`src/rtl/whs_pkg.sv`:
```
package whs_pkg;

  localparam int RANGE_WIDTH     = 16;
  localparam int ANGLE_FRAC_BITS = 13;
  localparam int CORDIC_STAGES   = 14;
  localparam int TABLE_LEN       = 24;
  localparam int PRESCALE_BITS   = 20;
  localparam int TABLE_FRAC      = 30;
  localparam int GAIN_FRAC       = 8;

  // CORDIC datapath widths: readings prescaled by 2^20 grow by about 1.65 * sqrt(2)
  localparam int XW   = RANGE_WIDTH + PRESCALE_BITS + 6;
  localparam int ZW   = TABLE_FRAC + 2;
  localparam int MAGW = ANGLE_FRAC_BITS + 2;

  // speed product widths
  localparam int SPW  = 15;
  localparam int GNW  = 16;
  localparam int DBW  = 14;
  localparam int P1W  = SPW + GNW;
  localparam int P2W  = P1W + MAGW;
  localparam int PSH  = GAIN_FRAC + ANGLE_FRAC_BITS;
  localparam int VW   = P2W - PSH;
  localparam int OW   = 16;

  localparam int CFG_IDXW = 2;
  localparam int CFG_DW   = 16;

  localparam logic [CFG_IDXW-1:0] REG_SENSOR_SPACING = 2'd0;
  localparam logic [CFG_IDXW-1:0] REG_HEADING_GAIN   = 2'd1;
  localparam logic [CFG_IDXW-1:0] REG_BASE_SPEED     = 2'd2;
  localparam logic [CFG_IDXW-1:0] REG_DEADBAND       = 2'd3;

  localparam logic [RANGE_WIDTH-1:0] SENSOR_SPACING_RST = 16'd1638;
  localparam logic [GNW-1:0]         HEADING_GAIN_RST   = 16'd640;
  localparam logic [SPW-1:0]         BASE_SPEED_RST     = 15'd256;
  localparam logic [DBW-1:0]         DEADBAND_RST       = 14'd410;

  typedef struct packed {
    logic                 valid;
    logic                 zero;   // difference was zero: heading is exactly zero
    logic                 lft;    // left side, error negated
    logic signed [XW-1:0] x;
    logic signed [XW-1:0] y;
    logic signed [ZW-1:0] z;
  } cordic_t;

  // atan(2^-i) in Q30
  function automatic logic signed [ZW-1:0] atan_q30(input logic [4:0] idx);
    logic signed [ZW-1:0] v;
    case (idx)
      5'd0:    v = 32'sd843314857;
      5'd1:    v = 32'sd497837829;
      5'd2:    v = 32'sd263043837;
      5'd3:    v = 32'sd133525159;
      5'd4:    v = 32'sd67021687;
      5'd5:    v = 32'sd33543516;
      5'd6:    v = 32'sd16775851;
      5'd7:    v = 32'sd8388437;
      5'd8:    v = 32'sd4194283;
      5'd9:    v = 32'sd2097149;
      5'd10:   v = 32'sd1048576;
      5'd11:   v = 32'sd524288;
      5'd12:   v = 32'sd262144;
      5'd13:   v = 32'sd131072;
      5'd14:   v = 32'sd65536;
      5'd15:   v = 32'sd32768;
      5'd16:   v = 32'sd16384;
      5'd17:   v = 32'sd8192;
      5'd18:   v = 32'sd4096;
      5'd19:   v = 32'sd2048;
      5'd20:   v = 32'sd1024;
      5'd21:   v = 32'sd512;
      5'd22:   v = 32'sd256;
      5'd23:   v = 32'sd128;
      default: v = '0;
    endcase
    return v;
  endfunction

endpackage

```
`src/rtl/whs_cordic_cell.sv`:
```
module whs_cordic_cell #(
  parameter int STAGE = 0
) (
  input  logic             clk,
  input  logic             rst_n,
  input  whs_pkg::cordic_t cell_in,
  output whs_pkg::cordic_t cell_out
);

  localparam logic signed [whs_pkg::ZW-1:0] ATAN = whs_pkg::atan_q30(5'(STAGE));

  whs_pkg::cordic_t data_r, data_nxt;
  logic signed [whs_pkg::XW-1:0] dx, dy;

  always_comb begin
    dx = cell_in.y >>> STAGE;
    dy = cell_in.x >>> STAGE;
    data_nxt = cell_in;
    // rotate toward y = 0
    if (!cell_in.y[whs_pkg::XW-1]) begin
      data_nxt.x = cell_in.x + dx;
      data_nxt.y = cell_in.y - dy;
      data_nxt.z = cell_in.z + ATAN;
    end else begin
      data_nxt.x = cell_in.x - dx;
      data_nxt.y = cell_in.y + dy;
      data_nxt.z = cell_in.z - ATAN;
    end
  end

  always_ff @(posedge clk) begin
    if (!rst_n) begin
      data_r <= '0;
    end else begin
      data_r <= data_nxt;
    end
  end

  assign cell_out = data_r;

endmodule

```
`config.mk`:
```
export PLATFORM = sky130hd
export DESIGN_NAME = whs_cordic_cell
export DESIGN_NICKNAME = d
export VERILOG_FILES = /design/src/rtl/whs_pkg.sv /design/src/rtl/whs_cordic_cell.sv
export SDC_FILE = /design/constraint.sdc
export NUM_CORES = 1
export LEC_CHECK = 0
export BUFFER_PORTS_ARGS = -buffer_cell sky130_fd_sc_hd__clkbuf_2
export CORE_ASPECT_RATIO = 2
export CORE_MARGIN = 2
export CORE_UTILIZATION = 50
export DETAILED_ROUTE_END_ITERATION = 7
export HOLD_SLACK_MARGIN = 0.02
export PLACE_DENSITY = 0.73
export RECOVER_POWER = 100
export SYNTH_ARGS = -nofsm -noshare
export SYNTH_HDL_FRONTEND = slang
export SYNTH_SLANG_ARGS = --single-unit
```
`constraint.sdc`:
```
create_clock -name clk -period 9.4 [get_ports clk]
set_input_delay 1.41 -clock clk [delete_from_list [all_inputs] [get_ports clk]]
set_output_delay 1.41 -clock clk [all_outputs]
set_load 0.05 [all_outputs]
```
==> results.toml <==
[status]
status = "complete, but fails checks"
violations = "max-capacitance violations, max-slew violations"

[route]
drtIter0Drc = 1415
wl_met3_um = 3330
met2_length_um = 19400
viasPerCell = 5.97
dr.pass1.iters = 6
postRouteWirelength_um = 41900
via_count = 13400
post_drt_wl_per_cell_um = 18.7
highest_layer = "met4"
drc = 0
drtAntennaViolNets = 0
met1Wirelength_um = 17200

[pwr]
leakage_uw = 0.00651
p_per_area_nw_per_um2 = 162
max-vdd-ir-drop_mv = 0.115

[finish]
area_delta_synth_final_pct = 13.7
drive_gt1_frac = 0.106
final_cell_mix = "186 x nor2_1, 175 x a21oi_1, 169 x ha_1"
final_area_sq_um = 14300
diodes = 0
layout_commonest_cell = "nor2_1"
nets = 2183
largest_register_ffs = 118
fillCellCount = 2508

[floorplan]
core-area_sq_um = 24800
fp.dieW_um = 116
initial_core_util = 0.505
dieArea_sq_um = 26400
ios = 240
num_rows = 82
chipHeight_um = 228

[cts]
cts_sinks = 118
cts-buffers-inserted = 17
tritoncts = "yes"
clkTransAtPathRegs_ns = 0.06
cts_resized = 0
cts_root_buf = "clkbuf_16"
htree_levels = 4
clockBufferDepth = 2
post-cts-setup-buffers = 0
cts-hold-fix-buffers = 0

[yosys]
synth_cell_type_count = 84
async_reset_ff_frac = 0
synth_warnings = 0
yosys-top-cells-area = "dfxtp_1 19%, ha_1 17%, a21oi_1 7.0%"
synth_edf_count = 0
syn_area_per_cell_sq_um = 7.37
syn-num-nets = 1995
synth_area_leader_cell = "dfxtp_1"
synth.top_cell.area_share = 0.188
ys.flop_type = "dfxtp_1"
synth_area_sq_um = 12500
postSynthCellCount = 1701
yosysSeqAreaShare = 0.188
synth-seq-cells = 118

[setup_path]
worst-endpoint-required_ns = 9.64
critPathCaptureType = "flop"
arrival_ns = 6.93
start_kind = "input port"
crit_path_max_fanout = 58
critPathKind = "in -> reg"

[global_route]
grt_pass1_vias = 12500
grt_first_pass_wirelength_um = 64700
track_usage = 0.309
grt-ovfl-total = 0
antenna_found_initial = 0
grt_max_degree = 59

[place]
dp_worst_setup_slack_ns = 4.42
gp_congestion = 1.02
dpl_cell_area_sq_um = 13800
dp_hpwl_um = 33000
place.port_buffers = 239

[hold_path]
hold_path.class = "in -> reg"
hold_path_depth = 2
hold_start = "cell_in[116]"
min_to = "cell_out[116]"

[timing]
final.setup.worst_slack_ns = 2.72
hold_violations = 0
min_period_ns = 6.68
maxSlewHeadroom = -1.00
final.setup.tns_ns = 0
worst_slew_pin_slew_ns = 3.00
slew_viol_final = 211
fin_crit_sh = 0.711
max_freq_mhz = 150
setup_viol = 0
grt_setup_unrepaired = "false"

[job]
drv_cap = 4
cells in the mapped netlist (7+ instances only):
master	number
o31ai_1	14
a21oi_1	175
nand4_1	14
o21bai_1	28
dfxtp_1	118
nor3_1	40
and3_1	8
o22ai_1	8
nor4_1	13
a21o_1	32
mux2i_1	35
nor2_1	186
inv_1	137
nand2b_1	16
nor2b_1	22
and2_1	12
buf_2	12
o21a_1	23
xnor2_1	67
o211ai_1	24
or3_1	11
or2_2	11
a211oi_1	26
xor2_1	8
nand3_1	44
ha_1	169
clkbuf_1	44
buf_1	11
a2111oi_0	7
o21ai_0	123
nand2_1	121
a31oi_1	18
report_power, final:
part           switching (uW)  leakage, uW  internal [uW]
Sequential               20.7     0.000984            572
Clock                     265     0.000283            398
Combinational             756      0.00524            303
worst max-delay path, cell delays in order:
cell and delay (ns):
clkbuf_1 1.85, inv_2 0.88, ha_1 0.61, o21a_1 0.19, o31a_1 0.14, o211a_1 0.27, o311ai_1 0.38, nand2_1 0.13
o41ai_1 0.60, o21ai_0 0.24, xnor2_1 0.17, nor2_1 0.05
logic make-up after synthesis:
kind of cell | Yosys count | share of synthesized area
xor gates and xnor gates | 75 | 0.0524
buffers and inverters | 217 | 0.0707
DFF | 118 | 0.188
adders and majority gates | 173 | 0.175
and+or+nand+nor | 520 | 0.194
AOI/OAI and AO/OA | 561 | 0.290
muxes | 37 | 0.0297
cell type report:
cell class / instances / area [sq um] / share of cell area
inverters: 142 / 533 / 0.0374
multi-input cells: 1366 / 9280 / 0.651
clock inverters: 14 / 150 / 0.0105
clock buffers: 18 / 439 / 0.0308
well taps: 336 / 420 / 0.0295
flip-flops and latches: 118 / 2360 / 0.166
repair buffers: 244 / 1070 / 0.0751
routing by layer:
metal,vias to the layer above,track usage
met5,-,0
met3,128,0.0542
met1,6134,0.394
met2,684,0.499
met4,0,0.150
li1,6412,-
worst max path at each step:
stage | from | endpoint | depth (start not counted)
global placement | cell_in[73] | cell_out[26] | 12
CTS | cell_in[73] | cell_out[26] | 12
finish | cell_in[73] | cell_out[26] | 12
global route | rst_n | cell_out[109] | 8
detailed placement | cell_in[73] | cell_out[26] | 12
floorplan | cell_in[73] | cell_out[26] | 13
through the flow:
step / power, uW / utilization / hold slack, ns / instances
6_report: 2310 / 0.574 / 1.17 / 2238
5_1_grt: 2430 / 0.574 / 1.16 / 2238
4_1_cts: 2330 / 0.581 / 1.15 / 2238
3_5_place_dp: 1660 / 0.558 / 1.62 / 2206
3_3_place_gp: 1660 / 0.558 / 1.62 / 2206
2_1_floorplan: 1390 / - / 1.48 / 1701
Power figures use the tool's default switching activity.
