[src/rtl/whs_pkg.sv]
package whs_pkg;

  localparam int RANGE_WIDTH     = 16;
  localparam int ANGLE_FRAC_BITS = 13;
  localparam int CORDIC_STAGES   = 14;
  localparam int TABLE_LEN       = 24;
  localparam int PRESCALE_BITS   = 20;
  localparam int TABLE_FRAC      = 30;
  localparam int GAIN_FRAC       = 8;

  // CORDIC datapath widths: readings prescaled by 2^20 grow by about 1.65 * sqrt(2)
  localparam int XW   = RANGE_WIDTH + PRESCALE_BITS + 6;
  localparam int ZW   = TABLE_FRAC + 2;
  localparam int MAGW = ANGLE_FRAC_BITS + 2;

  // speed product widths
  localparam int SPW  = 15;
  localparam int GNW  = 16;
  localparam int DBW  = 14;
  localparam int P1W  = SPW + GNW;
  localparam int P2W  = P1W + MAGW;
  localparam int PSH  = GAIN_FRAC + ANGLE_FRAC_BITS;
  localparam int VW   = P2W - PSH;
  localparam int OW   = 16;

  localparam int CFG_IDXW = 2;
  localparam int CFG_DW   = 16;

  localparam logic [CFG_IDXW-1:0] REG_SENSOR_SPACING = 2'd0;
  localparam logic [CFG_IDXW-1:0] REG_HEADING_GAIN   = 2'd1;
  localparam logic [CFG_IDXW-1:0] REG_BASE_SPEED     = 2'd2;
  localparam logic [CFG_IDXW-1:0] REG_DEADBAND       = 2'd3;

  localparam logic [RANGE_WIDTH-1:0] SENSOR_SPACING_RST = 16'd1638;
  localparam logic [GNW-1:0]         HEADING_GAIN_RST   = 16'd640;
  localparam logic [SPW-1:0]         BASE_SPEED_RST     = 15'd256;
  localparam logic [DBW-1:0]         DEADBAND_RST       = 14'd410;

  typedef struct packed {
    logic                 valid;
    logic                 zero;   // difference was zero: heading is exactly zero
    logic                 lft;    // left side, error negated
    logic signed [XW-1:0] x;
    logic signed [XW-1:0] y;
    logic signed [ZW-1:0] z;
  } cordic_t;

  // atan(2^-i) in Q30
  function automatic logic signed [ZW-1:0] atan_q30(input logic [4:0] idx);
    logic signed [ZW-1:0] v;
    case (idx)
      5'd0:    v = 32'sd843314857;
      5'd1:    v = 32'sd497837829;
      5'd2:    v = 32'sd263043837;
      5'd3:    v = 32'sd133525159;
      5'd4:    v = 32'sd67021687;
      5'd5:    v = 32'sd33543516;
      5'd6:    v = 32'sd16775851;
      5'd7:    v = 32'sd8388437;
      5'd8:    v = 32'sd4194283;
      5'd9:    v = 32'sd2097149;
      5'd10:   v = 32'sd1048576;
      5'd11:   v = 32'sd524288;
      5'd12:   v = 32'sd262144;
      5'd13:   v = 32'sd131072;
      5'd14:   v = 32'sd65536;
      5'd15:   v = 32'sd32768;
      5'd16:   v = 32'sd16384;
      5'd17:   v = 32'sd8192;
      5'd18:   v = 32'sd4096;
      5'd19:   v = 32'sd2048;
      5'd20:   v = 32'sd1024;
      5'd21:   v = 32'sd512;
      5'd22:   v = 32'sd256;
      5'd23:   v = 32'sd128;
      default: v = '0;
    endcase
    return v;
  endfunction

endpackage

[src/rtl/whs_speed.sv]
module whs_speed (
  input  logic                         clk,
  input  logic                         rst_n,
  input  whs_pkg::cordic_t             angle_in,
  input  logic [whs_pkg::GNW-1:0]      heading_gain,
  input  logic [whs_pkg::SPW-1:0]      base_speed,
  input  logic [whs_pkg::DBW-1:0]      deadband,
  output logic                         out_valid,
  output logic signed [whs_pkg::OW-1:0] out_right,
  output logic signed [whs_pkg::OW-1:0] out_left
);

  localparam int SH = whs_pkg::TABLE_FRAC - whs_pkg::ANGLE_FRAC_BITS;
  localparam int ZW = whs_pkg::ZW;
  localparam int OW = whs_pkg::OW;

  // stage 1: round, sign, deadband
  logic [ZW-1:0]                 zmag;
  logic [ZW:0]                   rsum;
  logic [whs_pkg::MAGW-1:0]      rmag, mag1_nxt;
  logic                          neg1_nxt;
  logic [whs_pkg::MAGW-1:0]      mag1_r, mag2_r;
  logic                          neg1_r, neg2_r, neg3_r;
  logic                          v1_r, v2_r, v3_r, v4_r;
  logic [whs_pkg::P1W-1:0]       p1_r;
  logic [whs_pkg::P2W-1:0]       p2_r;
  logic [whs_pkg::VW-1:0]        val;
  logic signed [OW-1:0]          pos_val, neg_val;
  logic signed [OW-1:0]          right_r, left_r;

  always_comb begin
    zmag = angle_in.z[ZW-1] ? ZW'(-angle_in.z) : ZW'(angle_in.z);
    rsum = {1'b0, zmag} + ((ZW+1)'(1) << (SH - 1));
    rmag = rsum[SH +: whs_pkg::MAGW];
    neg1_nxt = angle_in.z[ZW-1] ^ angle_in.lft;
    if (angle_in.zero || (rmag < whs_pkg::MAGW'(deadband))) begin
      mag1_nxt = '0;
    end else begin
      mag1_nxt = rmag;
    end
  end

  // stage 4: truncate toward zero and saturate both wheels
  always_comb begin
    val = p2_r[whs_pkg::P2W-1:whs_pkg::PSH];
    if (val > whs_pkg::VW'(32767)) begin
      pos_val = 16'sh7FFF;
    end else begin
      pos_val = val[OW-1:0];
    end
    if (val >= whs_pkg::VW'(32768)) begin
      neg_val = 16'sh8000;
    end else begin
      neg_val = -$signed(val[OW-1:0]);
    end
  end

  always_ff @(posedge clk) begin
    mag1_r  <= mag1_nxt;
    neg1_r  <= neg1_nxt;
    p1_r    <= whs_pkg::P1W'(base_speed) * whs_pkg::P1W'(heading_gain);
    mag2_r  <= mag1_r;
    neg2_r  <= neg1_r;
    p2_r    <= whs_pkg::P2W'(p1_r) * whs_pkg::P2W'(mag2_r);
    neg3_r  <= neg2_r;
    right_r <= neg3_r ? neg_val : pos_val;
    left_r  <= neg3_r ? pos_val : neg_val;
    if (!rst_n) begin
      v1_r <= 1'b0;
      v2_r <= 1'b0;
      v3_r <= 1'b0;
      v4_r <= 1'b0;
    end else begin
      v1_r <= angle_in.valid;
      v2_r <= v1_r;
      v3_r <= v2_r;
      v4_r <= v3_r;
    end
  end

  assign out_valid = v4_r;
  assign out_right = right_r;
  assign out_left  = left_r;

endmodule

[config.mk]
export PLATFORM = sky130hd
export DESIGN_NAME = whs_speed
export DESIGN_NICKNAME = d
export VERILOG_FILES = /design/src/rtl/whs_pkg.sv /design/src/rtl/whs_speed.sv
export SDC_FILE = /design/constraint.sdc
export NUM_CORES = 2
export LEC_CHECK = 0
export BUFFER_PORTS_ARGS = -buffer_cell sky130_fd_sc_hd__buf_2
export CORE_UTILIZATION = 60
export CTS_BUF_LIST = sky130_fd_sc_hd__clkbuf_16
export CTS_CLUSTER_DIAMETER = 50
export DETAILED_ROUTE_END_ITERATION = 7
export HOLD_SLACK_MARGIN = 0.05
export PLACE_DENSITY_LB_ADDON = 0.12
export SLEW_MARGIN = 20
export SYNTH_ARGS = -nofsm -noshare
export SYNTH_HDL_FRONTEND = slang
export SYNTH_SLANG_ARGS = --single-unit
[constraint.sdc]
create_clock -name clk -period 7.24 [get_ports clk]
set_clock_uncertainty 0.15 [all_clocks]
set_input_delay 0.724 -clock clk [delete_from_list [all_inputs] [get_ports clk]]
set_output_delay 0.724 -clock clk [all_outputs]
set_load 0.01 [all_outputs]
==> flow_summary.yaml <==
synth:
  synth_cell_types: 69
  async_flop_share: 0
  synth_flop_cell: "dfxtp_1"
  yosysWarnings: 0
  yosysSeqAreaShare: 0.0955
  syn_nets: 3832
  netlist_instances: 2894
  synth_seq_cells: 125
  synth_area_um2: 26200
  synth_edf_count: 0
  syn_area_per_cell_um2: 9.06
finish:
  area_delta_synth_final_pct: 6.36
  layout_commonest_cell: "inv_1"
  nets: 3871
  fin_area_um2: 27900
  antenna_cells: 0
  final_cell_mix: "inv_1 (610), fa_1 (554), nand2_1 (398)"
  drive_above_1_share: 0.0723
  fin_util: 0.647
cts:
  cts_hold_buf: 0
  cts_tree: "done"
  clkTransAtPathRegs_ns: 0.06
  htreeDepth: 4
  cts.path.max_buffers: 2
  cts_sinks: 125
  cts_root_buffer: "clkbuf_16"
  cts_buffers: 17
  clock_latency_ns: 0.44
timing:
  hold_viol: 0
  tightest_slew_ns: 0.858
  tns_ns: 0
  rsz0062_at_grt: "false"
  slew_headroom: 0.427
  fmax_mhz: 144
  final-setup-viol-count: 0
  finalCriticalPeriod_ns: 6.96
  period_share: 0.961
  finalMaxSlewViolations: 0
die:
  io_pins: 199
  core_um2: 43100
  fp.dieH_um: 211
  die-area_um2: 44500
  die_x_um: 211
  start_util: 0.609
  rows: 76
setup_path:
  crit_start: "mag2_r[9]"
  r2r-start: "mag2_r[9]"
  rrSetupSlack_ns: 0.28
  worstSetupStartpointType: "flop"
  r2r_cells: 20
  critPathMaxFanout: 20
  critical_path_class: "flop to flop"
  r2r_end: "p2_r[45]"
  crit_required_ns: 7.40
  arrival_ns: 7.12
  end_kind: "flop"
  worstSetupEndpoint: "p2_r[45]"
place:
  numPortBuffers: 114
  dpl.hpwl_um: 48200
  dpl-instance-area_um2: 27300
  gp_congestion: 0.863
route:
  routedWlPerCell_um: 16.5
  dr.pass1.iters: 5
  drc: 0
  drtAntennaViolNets: 0
  wl_um: 58400
  routed_via_density: 5.42
  vias: 19100
  drtIter0Drc: 1014
global_routing:
  grt_pass1_vias: 20600
  grt_overflow: 0
  grt_start_max_net_pins: 29
  antenna_found_initial: 0
  grt_pass1_wl_um: 100000
  track_usage: 0.282
power_and_ir_drop:
  vdd.ir_drop.worst_mv: 0.413
  powerDensity_nw_per_um2: 372
  p_leak_nw: 14.2
status:
  status: "finished clean"
hold_path:
  hold_class: "flop to flop"
  min-delay-start: "mag1_r[6]"
job:
  cap_violations: 0
flip-flops by register name (all words and copies together), names as in the netlist:
signal,cells
v1_r,1
out_right,16
mag1_r,15
neg2_r,1
mag2_r,15
p2_r,25
v3_r,1
p1_r,31
out_valid,1
neg3_r,1
neg1_r,1
out_left,16
v2_r,1
worst min-delay path by stage:
stage,to,slack [ns],cells after the start
after floorplan,mag2_r[0],0.16,0
after detailed placement,mag2_r[6],0.16,0
final,mag2_r[6],0.17,0
after CTS,mag2_r[6],0.17,0
after global routing,mag2_r[8],0.18,0
after global placement,mag2_r[8],0.16,0
stage by stage:
| step | hold WS [ns] | std cells | power (mW) | setup WS [ns] |
|---|---|---|---|---|
| after floorplan | 0.160 | 2894 | 7.57 | 0.687 |
| after global placement | 0.162 | 3499 | 9.33 | 0.270 |
| after detailed placement | 0.162 | 3499 | 9.58 | 0.228 |
| after CTS | 0.173 | 3531 | 10.5 | 0.152 |
| after global routing | 0.176 | 3531 | 11.7 | 0.0132 |
| final | 0.172 | 3531 | 10.4 | 0.279 |
where the power goes:
group | leakage (nW) | switching [mW] | internal (mW)
Sequential | 1.04 | 0.510 | 1.04
Combinational | 12.9 | 4.53 | 3.48
Clock | 0.277 | 0.354 | 0.456
Total | 14.2 | 5.40 | 4.97
synth_stat cells, types with 4 or more instances:
master,number,area share
a211oi_1,10,0.0029
a21o_1,31,0.0089
a21oi_1,55,0.011
a31oi_1,7,0.0017
and2_1,353,0.084
and3_1,8,0.0019
and4_1,6,0.0020
clkbuf_1,129,0.018
dfxtp_1,125,0.095
fa_1,554,0.42
ha_1,218,0.10
inv_1,610,0.087
mux2i_1,4,0.0015
nand2_1,398,0.057
nand2b_1,11,0.0026
nand3_1,16,0.0031
nand4_1,12,0.0029
nor2_1,44,0.0063
nor2b_1,15,0.0036
nor3_1,26,0.0050
nor4_1,7,0.0017
o211ai_1,6,0.0017
o21a_1,12,0.0034
o21ai_0,54,0.010
o21bai_1,7,0.0020
o311ai_0,20,0.0067
or2_2,6,0.0014
or3_1,13,0.0031
xnor2_1,47,0.016
xor2_1,28,0.0094
area by class of cell:
cell class | instances | area [µm²]
clock inverter | 15 | 144
fill | 3592 | 15200
tap | 585 | 732
clock buffer | 17 | 425
sequential | 125 | 2510
inverter | 610 | 2290
timing repair buffer | 153 | 863
multi-input combinational | 2026 | 20900
metal layers:
| metal | vias to the layer above | part of all wire | GRT usage |
|---|---|---|---|
| met4 | 0 | 0.017 | 0.0700 |
| li1 | 8798 | - | - |
| met1 | 9718 | 0.44 | 0.381 |
| met5 | - | 0 | 0 |
| met2 | 554 | 0.49 | 0.487 |
| met3 | 76 | 0.051 | 0.0296 |
worst max-delay path, cell delays in order, from the launching register on:
cell and delay [ns]:
dfxtp_1 0.73, buf_4 0.38, nand2_1 0.12, fa_1 0.50
inv_1 0.05, fa_1 0.46, fa_1 0.53, fa_1 0.52
fa_1 0.56, inv_1 0.06, fa_1 0.53, inv_1 0.04
ha_1 0.33, and3_1 0.23, a221o_1 0.32, a21o_1 0.19
a31oi_2 0.21, a211oi_2 0.13, o21ai_1 0.28, mux2i_1 0.12
a2111oi_0 0.38
repair_timing:
item | CTS | global route
setup endpoints to repair | 0 | 4
resized for setup | 0 | 11
setup buffers | 0 | 0
cells by family after synthesis:
logic type                 count (synthesis)  share of synthesized area
AOI/OAI and AO/OA                        248                     0.0645
xor gates and xnor gates                  75                     0.0251
adders and majority gates                773                      0.528
buffers and inverters                    743                      0.107
DFF                                      125                     0.0955
muxes                                      4                    0.00153
and+or+nand+nor                          926                      0.179
(Power assumes the default switching activity.)
